<file path="src/hdl/latency_window_statistics_unit_assert.svh">
// Assertion macros for the latency window statistics unit
`ifndef LATENCY_WINDOW_STATISTICS_UNIT_ASSERT_SVH
`define LATENCY_WINDOW_STATISTICS_UNIT_ASSERT_SVH

// same-cycle implication, disabled in reset
`define LWS_ASSERT_IMPL(lbl, ante, cons) \
	lbl: assert property (@(posedge clk) disable iff (!arst_n) (ante) |-> (cons)) \
		else $error("lws assertion failed");

// next-cycle implication, disabled in reset
`define LWS_ASSERT_NEXT(lbl, ante, cons) \
	lbl: assert property (@(posedge clk) disable iff (!arst_n) (ante) |=> (cons)) \
		else $error("lws assertion failed");

`endif

</file>
<file path="src/hdl/lws_pkg.sv">
// Package: types and constants of the latency window statistics unit
`timescale 1ns / 1ps
package lws_pkg;
	localparam int VAL_W   = 20;
	localparam int OCNT_W  = 7;
	localparam int QUAL_W  = 3;
	localparam int PCT_W   = 7;
	localparam int CIDX_W  = 3;
	localparam int VAR_W   = 2 * VAL_W;
	localparam int ROOT_ITERS = VAR_W / 2;
	localparam int HUNDRED = 100;

	typedef struct packed {
		logic             req_type;
		logic [VAL_W-1:0] sample_value;
	} in_item_t;

	typedef struct packed {
		logic [OCNT_W-1:0] entry_count;
		logic [OCNT_W-1:0] timeout_count;
		logic [VAL_W-1:0]  min_latency;
		logic [VAL_W-1:0]  max_latency;
		logic [VAL_W-1:0]  mean_latency;
		logic [VAL_W-1:0]  jitter;
		logic [QUAL_W-1:0] quality;
	} out_item_t;

	typedef enum logic [CIDX_W-1:0] {
		CFG_LOSS_CRIT = 3'd0,
		CFG_AVG_CRIT  = 3'd1,
		CFG_LOSS_POOR = 3'd2,
		CFG_AVG_POOR  = 3'd3,
		CFG_JIT_FAIR  = 3'd4,
		CFG_AVG_FAIR  = 3'd5,
		CFG_AVG_GOOD  = 3'd6
	} cfg_idx_e;

	typedef enum logic [QUAL_W-1:0] {
		Q_EXCELLENT = 3'd0,
		Q_GOOD      = 3'd1,
		Q_FAIR      = 3'd2,
		Q_POOR      = 3'd3,
		Q_CRITICAL  = 3'd4
	} quality_e;

	typedef enum logic [3:0] {
		ST_IDLE, ST_WALK, ST_DRAIN1, ST_DRAIN2, ST_DRAIN3, ST_MUL_GO, ST_MUL,
		ST_DIVM_GO, ST_DIVM, ST_DIVV_GO, ST_DIVV, ST_ROOT_GO, ST_ROOT,
		ST_COMMIT, ST_EMIT
	} state_t;

	typedef struct packed {
		logic load;
		logic walk_rd;
		logic mul_start;
		logic mul_step;
		logic div_start;
		logic div_sel_var;
		logic div_step;
		logic root_start;
		logic root_step;
		logic commit;
		logic emit;
	} cmd_t;

	typedef struct packed {
		logic walk_last;
		logic mul_done;
		logic div_done;
		logic root_done;
		logic has_valid;
	} status_t;
endpackage

</file>
<file path="src/hdl/lws_ctrl.sv">
// Controller state machine sequencing walk, multiply, divide and root
`timescale 1ns / 1ps
module lws_ctrl
	import lws_pkg::*;
(
	input  logic    clk,
	input  logic    arst_n,
	input  logic    in_valid,
	input  logic    out_free,
	input  status_t stat,
	output logic    idle,
	output cmd_t    cmd
);
	state_t state_q, state_d;

	always_ff @(posedge clk or negedge arst_n) begin
		if (!arst_n) begin
			state_q <= ST_IDLE;
		end else begin
			state_q <= state_d;
		end
	end

	always_comb begin
		state_d = state_q;
		case (state_q)
			ST_IDLE:    if (in_valid) state_d = ST_WALK;
			ST_WALK:    if (stat.walk_last) state_d = ST_DRAIN1;
			ST_DRAIN1:  state_d = ST_DRAIN2;
			ST_DRAIN2:  state_d = ST_DRAIN3;
			ST_DRAIN3:  state_d = stat.has_valid ? ST_MUL_GO : ST_EMIT;
			ST_MUL_GO:  state_d = ST_MUL;
			ST_MUL:     if (stat.mul_done) state_d = ST_DIVM_GO;
			ST_DIVM_GO: state_d = ST_DIVM;
			ST_DIVM:    if (stat.div_done) state_d = ST_DIVV_GO;
			ST_DIVV_GO: state_d = ST_DIVV;
			ST_DIVV:    if (stat.div_done) state_d = ST_ROOT_GO;
			ST_ROOT_GO: state_d = ST_ROOT;
			ST_ROOT:    if (stat.root_done) state_d = ST_COMMIT;
			ST_COMMIT:  state_d = ST_EMIT;
			ST_EMIT:    if (out_free) state_d = ST_IDLE;
			default:    state_d = ST_IDLE;
		endcase
	end

	always_comb begin
		cmd = '0;
		idle = 1'b0;
		case (state_q)
			ST_IDLE: begin
				idle = 1'b1;
				cmd.load = in_valid;
			end
			ST_WALK:    cmd.walk_rd = 1'b1;
			ST_MUL_GO:  cmd.mul_start = 1'b1;
			ST_MUL:     cmd.mul_step = 1'b1;
			ST_DIVM_GO: cmd.div_start = 1'b1;
			ST_DIVM:    cmd.div_step = 1'b1;
			ST_DIVV_GO: begin
				cmd.div_start = 1'b1;
				cmd.div_sel_var = 1'b1;
			end
			ST_DIVV: begin
				cmd.div_step = 1'b1;
				cmd.div_sel_var = 1'b1;
			end
			ST_ROOT_GO: cmd.root_start = 1'b1;
			ST_ROOT:    cmd.root_step = 1'b1;
			ST_COMMIT:  cmd.commit = 1'b1;
			ST_EMIT:    cmd.emit = out_free;
			default:    cmd = '0;
		endcase
	end
endmodule

</file>
<file path="config.mk">
export PLATFORM = sky130hd
export DESIGN_NAME = lws_ctrl
export DESIGN_NICKNAME = d
export VERILOG_FILES = /design/src/hdl/latency_window_statistics_unit_assert.svh /design/src/hdl/lws_pkg.sv /design/src/hdl/lws_ctrl.sv
export SDC_FILE = /design/constraint.sdc
export NUM_CORES = 1
export LEC_CHECK = 0
export BUFFER_PORTS_ARGS = -buffer_cell sky130_fd_sc_hd__buf_2
export CAP_MARGIN = 0
export CELL_PAD_IN_SITES_DETAIL_PLACEMENT = 1
export CELL_PAD_IN_SITES_GLOBAL_PLACEMENT = 2
export CORE_ASPECT_RATIO = 1.25
export CORE_MARGIN = 4
export CORE_UTILIZATION = 26
export CTS_BUF_LIST = sky130_fd_sc_hd__clkbuf_4
export DETAILED_ROUTE_END_ITERATION = 10
export PLACE_DENSITY = 0.8
export RECOVER_POWER = 100
export SYNTH_ARGS = -nofsm -noshare
export SYNTH_HDL_FRONTEND = slang
export SYNTH_SLANG_ARGS = --single-unit
</file>
<file path="constraint.sdc">
create_clock -name clk -period 1.8 [get_ports clk]
set_input_delay 0 -clock clk [delete_from_list [all_inputs] [get_ports clk]]
set_output_delay 0 -clock clk [all_outputs]
set_load 0.01 [all_outputs]
</file>
; After elaboration in Yosys (flattened, before gate mapping)
; Index checks and enable logic that the tools add are counted.
[op_classes]
n_addsub = 0
multipliers = 0
div = 0
magnitude_cmp = 0
n_eq_ne = 21
n_shift = 0
muxes = 21
bitwise_logic = 0
reduce_logical = 5
[op_table]
columns = cell, count
row1 = 4-bit case mux with 15 select lines, 1
row2 = 4-bit 2-to-1 mux, 8
row3 = "4-bit equality test, second input constant", 7
row4 = "4-bit by 3-bit equality test with 1-bit output, second input constant", 4
row5 = "2-bit != test, second input constant", 7
row6 = 1-bit 2-to-1 mux, 12
row7 = "4-bit by 2-bit equality test with 1-bit output, second input constant", 2
row8 = 7-bit AND reduction, 1
row9 = 2-bit OR reduction, 3
row10 = "4-bit by 1-bit equality test with 1-bit output, second input constant", 1
row11 = 4-bit zero test, 1
[word_totals]
ff_bits = 4
latch_bits = 0
ramBits = 0
rom_bits = 0
inputBits = 9
out_inout_bits = 12
wordCells = 48
n_memories = 0

; Logic depth before layout (Yosys ltp)
; Gate-level depths: netlist of run 1.
[depth]
depth_word = 3
depth_mapped = 6
ltp_nobuf = 4

; Worst setup path after synthesis of run 1
; OpenSTA, ideal clock, no wires.
[synth_timing]
kind = flip-flop to flip-flop
start = reg state_q[2]
end = reg state_q[0]
setup_ns = 0.069
t_arrival_ns = 1.173
required_time_ns = 1.731
setup_slack_ns = 0.558
path_stages_with_launch = 5
n_path_buf = 2
period_less_slack_ns = 1.242
path_cell_list = dfrtp_1 > buf_6 > buf_2 > nor3_1 > a32o_1
[synth_between]
elab_chain_len = 3
word_cells_on_any_way = 24
classes_between = eq/ne: 21 / mux: 1 / reduce/logical: 2
[synth_lines]
columns = item, line
row1 = start: declaration, lws_ctrl.sv:14  ; state_t state_q, state_d;
row2 = start signal: assignment, lws_ctrl.sv:20  ; state_q <= state_d;
row3 = "4-bit by 1-bit equality test with 1-bit output, or another cell as far along", lws_ctrl.sv:26  ; case (state_q)
row4 = 2-bit != test (no source line), n/a
row5 = 7-bit AND reduction (no source line), n/a
; Several ways; a longest one is shown, not always the timed one.
; A chain may end at the register's enable or synchronous reset.

==> results of run 1 <==
-- cell usage in the layout, fill, tap and decap left out --
master	instances
clkbuf_1	10
mux2i_1	2
nor3b_1	1
nor3_1	5
a21boi_1	1
nand2b_4	1
o21bai_1	1
o21a_1	1
a32o_1	2
nand2_1	6
nor2_1	9
a21oi_1	4
nand3b_1	1
buf_2	11
dfrtp_1	4
nor2b_1	3
nor4_1	1
buf_4	1
nand2b_1	3
clkbuf_4	3
inv_1	2
o21ai_1	1
or3_1	1
o21ai_0	2
a32oi_1	1
dlygate4sd3_1	1
a31oi_1	1
o31a_4	1
and2_0	1
-- timing repair --
| item | CTS | global route |
|---|---|---|
| endpoints found under the hold margin | 4 | 0 |
| endpoints found under the setup margin | 0 | 0 |
| hold buffers | 1 | 0 |
-- power groups by stage --
| stage | Clock (mW) | Combinational, mW | Sequential, mW |
|---|---|---|---|
| 2_1_floorplan | 0 | 0.611 | 0.191 |
| 5_1_grt | 0.125 | 0.679 | 0.320 |
| 6_report | 0.113 | 0.596 | 0.302 |
| 3_3_place_gp | 0 | 0.628 | 0.307 |
| 3_5_place_dp | 0 | 0.633 | 0.308 |
| 4_1_cts | 0.115 | 0.638 | 0.306 |
-- stage by stage --
stage / hold WS, ns / std cells / instance area, µm²
CTS: 0.0548 / 99 / 583
global placement: -0.193 / 95 / 551
finish: 0.0551 / 99 / 559
detailed placement: -0.192 / 95 / 551
global route: 0.0965 / 99 / 559
floorplan: -0.296 / 60 / 455
-- per-layer routing --
metal  vias up  wire length (µm)  part of all wire [%]  track usage, %
met1       232               562                    45            14.3
met5         -                 0                     0               0
met2        14               589                    47            18.1
met4         0                34                   2.7            8.78
li1        253                 -                     -               -
met3         4                72                   5.7            2.30
-- synth_stat cells (2+ instances only) --
cell type  count
inv_1          2
nor2b_1        3
a32o_1         2
nand2_1        5
dfrtp_1        4
o21ai_1        2
nor3_1         5
nand2b_1       3
a21oi_1        4
nor2_1         9
buf_4          2
mux2i_1        2
buf_6          2
-- worst max-delay path, delay by kind of cell, from the launching register on --
kind                   cells  cell delay (ns)
DFF                        1             0.52
and+or+nand+nor            2             0.48
buffers and inverters      2             0.33
-- cell families (layout without fill, tap and decap cells) --
family	after synthesis	in the layout	synth area share (%)
AO/OA/AOI/OAI	15	15	24.2
multiplexers	2	2	4.40
flip-flops	4	4	22.0
AND/OR/NAND/NOR	32	32	38.5
buffers and inverters	7	28	11.0
-- final timing paths --
check	to	slack [ns]	cells past startpoint
max	cmd[10]	0.23	4
min	state_q[0]$_DFFE_PN0P_	0.06	3
max reg2reg	state_q[0]$_DFFE_PN0P_	0.25	3
min reg2reg	state_q[2]$_DFFE_PN0P_	0.78	1
max in group asynchronous	state_q[2]$_DFFE_PN0P_	1.49	2
min in group asynchronous	state_q[1]$_DFFE_PN0P_	0.12	2
-- final cells by class --
type	count	area, µm²
inverters	2	7.51
clock buffers	3	22.5
well taps	18	22.5
multi-input cells	49	297
fillers	206	1060
flip-flops and latches	4	100
repair buffers	23	110
==> summary.txt, run 1 <==
Power
  – Peak supply drop: 0.531 mV
  – Reg power frac: 29.9%
  – Switching power: 509 µW
  – Internal power: between 500 and 600 µW
  – Clock power share: between 10% and 20%
  – Pwr Density: ~1800 nW/µm²
  – Leak Pwr: ~0.26 nW
  – Sw frac: roughly half
  – Power share of the combinational group: approximately three fifths
  – Overall Power: just over 1 mW

Worst hold path
  – Worst hold path class: in2reg
  – HP Start: stat[4]

Worst setup path
  – Data required, critical path: roughly 1.8 ns
  – Critical path, cell by cell: clkbuf_1 -> nor4_1 -> and2_0 -> buf_2
  – CP Launch Point: state_q[0]$_DFFE_PN0P_
  – CP Launch Type: flop
  – CP max-delay cell: dfrtp_1
  – Nature of the critical path endpoint: primary output
  – Worst-path fanout max: 12
  – Crit-path max cell delay: between 0.5 and 0.6 ns
  – WS Path Type: reg2out
  – Reg2reg start: state_q[2]$_DFFE_PN0P_
  – Crit path DAT: between 1.5 and 2 ns

STA
  – Tightest Pin Transition: 0.528 ns
  – TNS Setup: 0 ns
  – Clock skew: just over 0.004 ns
  – Fmax achieved: 638 MHz
  – PnR worst setup slack: about 0.23 ns
  – Period utilization: just under 90%
  – Fin. Hold Viols: 0
  – Final Max Slew Viols: 0
  – RSZ-0062 raised after global routing: no
  – Setup-failing EPs final: 0
  – Max-slew headroom: between 60% and 70%
  – Min Clock Period, post-route: 1.57 ns

Clock tree
  – Worst-Skew Late Latency: 0.24 ns
  – CTS buffer count: 3
  – Htree depth: 1
  – Root buf cell: clkbuf_4
  – CTS tree: done
  – Clock Sinks: 4
  – Longest Clk Path Bufs: 2
  – Post-CTS Setup Inserts: 0
  – Post-CTS resize count: 0
  – Worst-path clk slew: ~0.04 ns

Placed design
  – I/O Buffers: 20
  – Gp weighted congestion: between 0.7 and 0.8
  – Final HPWL DP: between 900 and 1000 µm
  – Worst slack at placement: about 0.29 ns

Floorplanning
  – Die Wd: 45.4 µm
  – Core Region: 1620 µm²
  – # IOs: 21
  – Die height: roughly 55 µm
  – FP Rows: 16
  – Die ar.: between 2000 and 2500 µm²
  – Effective utilization at floorplan: 28.1%

Synth
  – Ys Warns: 0
  – Synthesized instance count: 60
  – Top cells by area, synth: dfrtp_1 22%, nor2_1 7.4%, nor3_1 5.5%, buf_6 4.9%, a21oi_1 4.4%
  – Post-synthesis sequential area ratio: about 22%
  – Synth top area share: ~22%
  – Synth Flop Type: dfrtp_1
  – Syn_nets: a little under 70
  – Post-synth EDFFs: 0
  – Mapped Area: roughly 460 µm²
  – Syn Area/Cell: between 7 and 8 µm²
  – Leading area contributor after synthesis: dfrtp_1
  – Synth cell types: 28
  – Yosys reg bits: 4
  – Share of synthesized registers carrying an async set or reset: 100%

Finish
  – Top reg by flops: state_q
  – Max reg flops: 4
  – Final nets: 92
  – Fin util: between 30 and 40%
  – ANT cells: 0
  – Biggest registers after layout: state_q x4
  – Area Overhead vs Synth: 22.8%
  – Layout cells sized above 1: about a fifth

Detailed routing
  – Drt pass-1 iters: 3
  – DR vias/cell: just over 5
  – Wirelength, routed: 1260 µm
  – Vias: about 500
  – Per-cell routed wire length: 12.7 µm
  – 1st-iter DRT viols: 2
  – Post-route ant nets: 0
  – DRC Markers: 0

Run
  – Number of max-cap violations: 0

Global routing
  – Initial antenna violation count: 0
  – Total Routing Usage GR: 11.8%
  – First-pass GRT wire length: 2100 µm
  – GRT Residual Overflow: 0
  – Vias in the first global route: approximately 500
  – Largest net degree at the start of global routing: 18

Outcome
  – Status: finished clean
No activity file was read; power rests on OpenSTA's default activity.
==> inputs of run 2 (changes only) <==
CAP_MARGIN = unset   (was 0)
clock period = 2.03 ns   (was 1.8 ns; I/O delays follow)
==> summary.txt, run 2 (same netlist as run 1, synthesis figures left out) <==
Outcome
  – Status: finished clean (unchanged)

Finish
  – Design Area, Final: 547 µm² (was 559 µm²)
  – Area Overhead vs Synth: 20.1% (was 22.8%)
  – Final nets: 90 (was 92)
  – Top reg by flops: state_q (unchanged)
  – Leading cell types in the layout, fill and taps excluded: 10 x clkbuf_1, 10 x buf_2, 9 x nor2_1, 6 x nand2_1, 5 x nor3_1 (was 11 x buf_2, 10 x clkbuf_1, 9 x nor2_1, 6 x nand2_1, 5 x nor3_1)
  – Layout cells sized above 1: 19.0% (was 21.0%)
  – Max reg flops: 4 (unchanged)
  – Fillers: 229 (was 206)
  – ANT cells: 0 (unchanged)
  – Biggest registers after layout: state_q x4 (unchanged)

Floorplanning
  – Die height: 54.8 µm (unchanged)
  – Effective utilization at floorplan: 28.1% (unchanged)
  – # IOs: 21 (unchanged)
  – Die ar.: 2490 µm² (unchanged)
  – FP Rows: 16 (unchanged)
  – Die Wd: 45.4 µm (unchanged)
  – Core Region: 1620 µm² (unchanged)

Power
  – Pwr Density: 1610 nW/µm² (was 1810 nW/µm²)
  – Peak supply drop: 0.602 mV (was 0.531 mV)
  – Leak Pwr: 0.247 nW (was 0.257 nW)

Clock tree
  – Post-CTS resize count: 0 (unchanged)
  – Htree depth: 1 (unchanged)
  – Worst-path clk slew: 0.04 ns (about the same)
  – Worst-Skew Late Latency: 0.24 ns (about the same)
  – CTS tree: done (unchanged)
  – Post-CTS Hold Buffers: 1 (unchanged)
  – Clock Sinks: 4 (unchanged)
  – Root buf cell: clkbuf_4 (unchanged)
  – Longest Clk Path Bufs: 2 (unchanged)
  – CTS buffer count: 3 (unchanged)
  – Post-CTS Setup Inserts: 0 (unchanged)

STA
  – TNS Setup: 0 ns (unchanged)
  – Clock skew: 0.00374 ns (was 0.00403 ns)
  – Min Clock Period, post-route: between 1.5 and 2 ns
  – RSZ-0062 raised after global routing: no (unchanged)
  – PnR worst setup slack: 0.438 ns (was 0.232 ns)
  – Fmax achieved: around 630 MHz
  – Tightest Pin Transition: 0.535 ns (was 0.528 ns)
  – Fin. Hold Viols: 0 (unchanged)
  – Setup-failing EPs final: 0 (unchanged)
  – Period utilization: 78.4%
  – Final Max Slew Viols: 0 (unchanged)
  – Max-slew headroom: 64.3% (was 64.8%)

Detailed routing
  – Wirelength, routed: 1280 µm (was 1260 µm)
  – Vias: 512 (was 503)
  – DR vias/cell: 5.28 (was 5.08)
  – Per-cell routed wire length: 13.2 µm (was 12.7 µm)
  – DRC Markers: 0 (unchanged)
  – 1st-iter DRT viols: 5 (was 2)
  – Post-route ant nets: 0 (unchanged)
  – Drt pass-1 iters: 4 (was 3)

Worst setup path
  – Critical path, cell by cell: nand2b_1 -> nor3_1 -> clkbuf_1 (was clkbuf_1 -> nor4_1 -> and2_0 -> buf_2)
  – WS Path Type: reg2out (unchanged)
  – Nature of the critical path endpoint: primary output (unchanged)
  – CP Launch Type: flop (unchanged)
  – Data required, critical path: 2.03 ns (was 1.80 ns)
  – Worst-path fanout max: 16 (was 12)
  – Worst r2r path cells: 3 (unchanged)
  – Crit-path max cell delay: 0.66 ns (was 0.52 ns)
  – Crit path DAT: 1.59 ns (was 1.57 ns)
  – CP max-delay cell: dfrtp_1 (unchanged)

Global routing
  – Largest net degree at the start of global routing: 18 (unchanged)
  – Vias in the first global route: 503 (was 508)
  – GRT Residual Overflow: 0 (unchanged)
  – Initial antenna violation count: 0 (unchanged)
  – Total Routing Usage GR: 11.6% (was 11.8%)
  – First-pass GRT wire length: 2060 µm (was 2100 µm)

Placed design
  – I/O Buffers: 20 (unchanged)
  – Final HPWL DP: 889 µm (was 942 µm)
  – Worst slack at placement: 0.528 ns (was 0.291 ns)
  – Placed cell area: 536 µm² (was 551 µm²)
  – Gp weighted congestion: 0.741 (was 0.742)

Worst hold path
  – Worst hold path class: in2reg (unchanged)
  – Hold Path Depth: 3 (unchanged)

Run
  – Number of max-cap violations: 0 (unchanged)
run 2: layer usage:
layer | wire length [µm] | vias to the layer above | global-route usage (%) | share of wire, %
li1 | - | 250 | - | -
met1 | 563 | 238 | 13.3 | 44
met2 | 589 | 19 | 18.8 | 46
met3 | 74 | 5 | 0.987 | 5.8
met4 | 49 | 0 | 10.2 | 3.8
met5 | 0 | - | 0 | 0
run 2: final cells by class:
class	instances	area [µm²]	share of cell area (%)
sequential	4	100	18.3
inverter	2	7.51	1.37
multi-input combinational	49	297	54.2
tap	18	22.5	4.12
timing repair buffer	21	97.6	17.8
clock buffer	3	22.5	4.12
run 2: worst max-delay path, delay by kind of cell, from the launching register on:
| family | cells | cell delay, ns |
|---|---|---|
| flops | 1 | 0.66 |
| simple gates | 2 | 0.50 |
| buf+inv | 1 | 0.19 |
run 2: per-stage QoR:
step | std cells | utilization [%] | power [mW] | hold WS (ns)
after global routing | 97 | 33.7 | 0.969 | 0.0840
after detailed placement | 93 | 33.0 | 0.801 | -0.188
after floorplan | 60 | - | 0.711 | -0.296
final | 97 | 33.7 | 0.879 | 0.0565
after CTS | 97 | 35.0 | 0.919 | 0.0577
after global placement | 93 | 33.0 | 0.803 | -0.191
run 2: where the power goes:
group / leakage, nW / internal (mW) / switching, mW
clock: 0.0138 / 0.0664 / 0.0364
combinational: 0.186 / 0.241 / 0.244
sequential: 0.0471 / 0.121 / 0.171
total: 0.247 / 0.428 / 0.451
run 2: worst paths after layout:
check	startpoint	end	slack [ns]
max in group asynchronous	arst_n	state_q[3]$_DFFE_PN0P_	1.71
hold / removal	stat[4]	state_q[0]$_DFFE_PN0P_	0.06
min in group asynchronous	arst_n	state_q[1]$_DFFE_PN0P_	0.12
setup reg to reg	state_q[2]$_DFFE_PN0P_	state_q[1]$_DFFE_PN0P_	0.47
hold reg to reg	state_q[3]$_DFFE_PN0P_	state_q[3]$_DFFE_PN0P_	0.84
setup / recovery	state_q[0]$_DFFE_PN0P_	cmd[9]	0.44
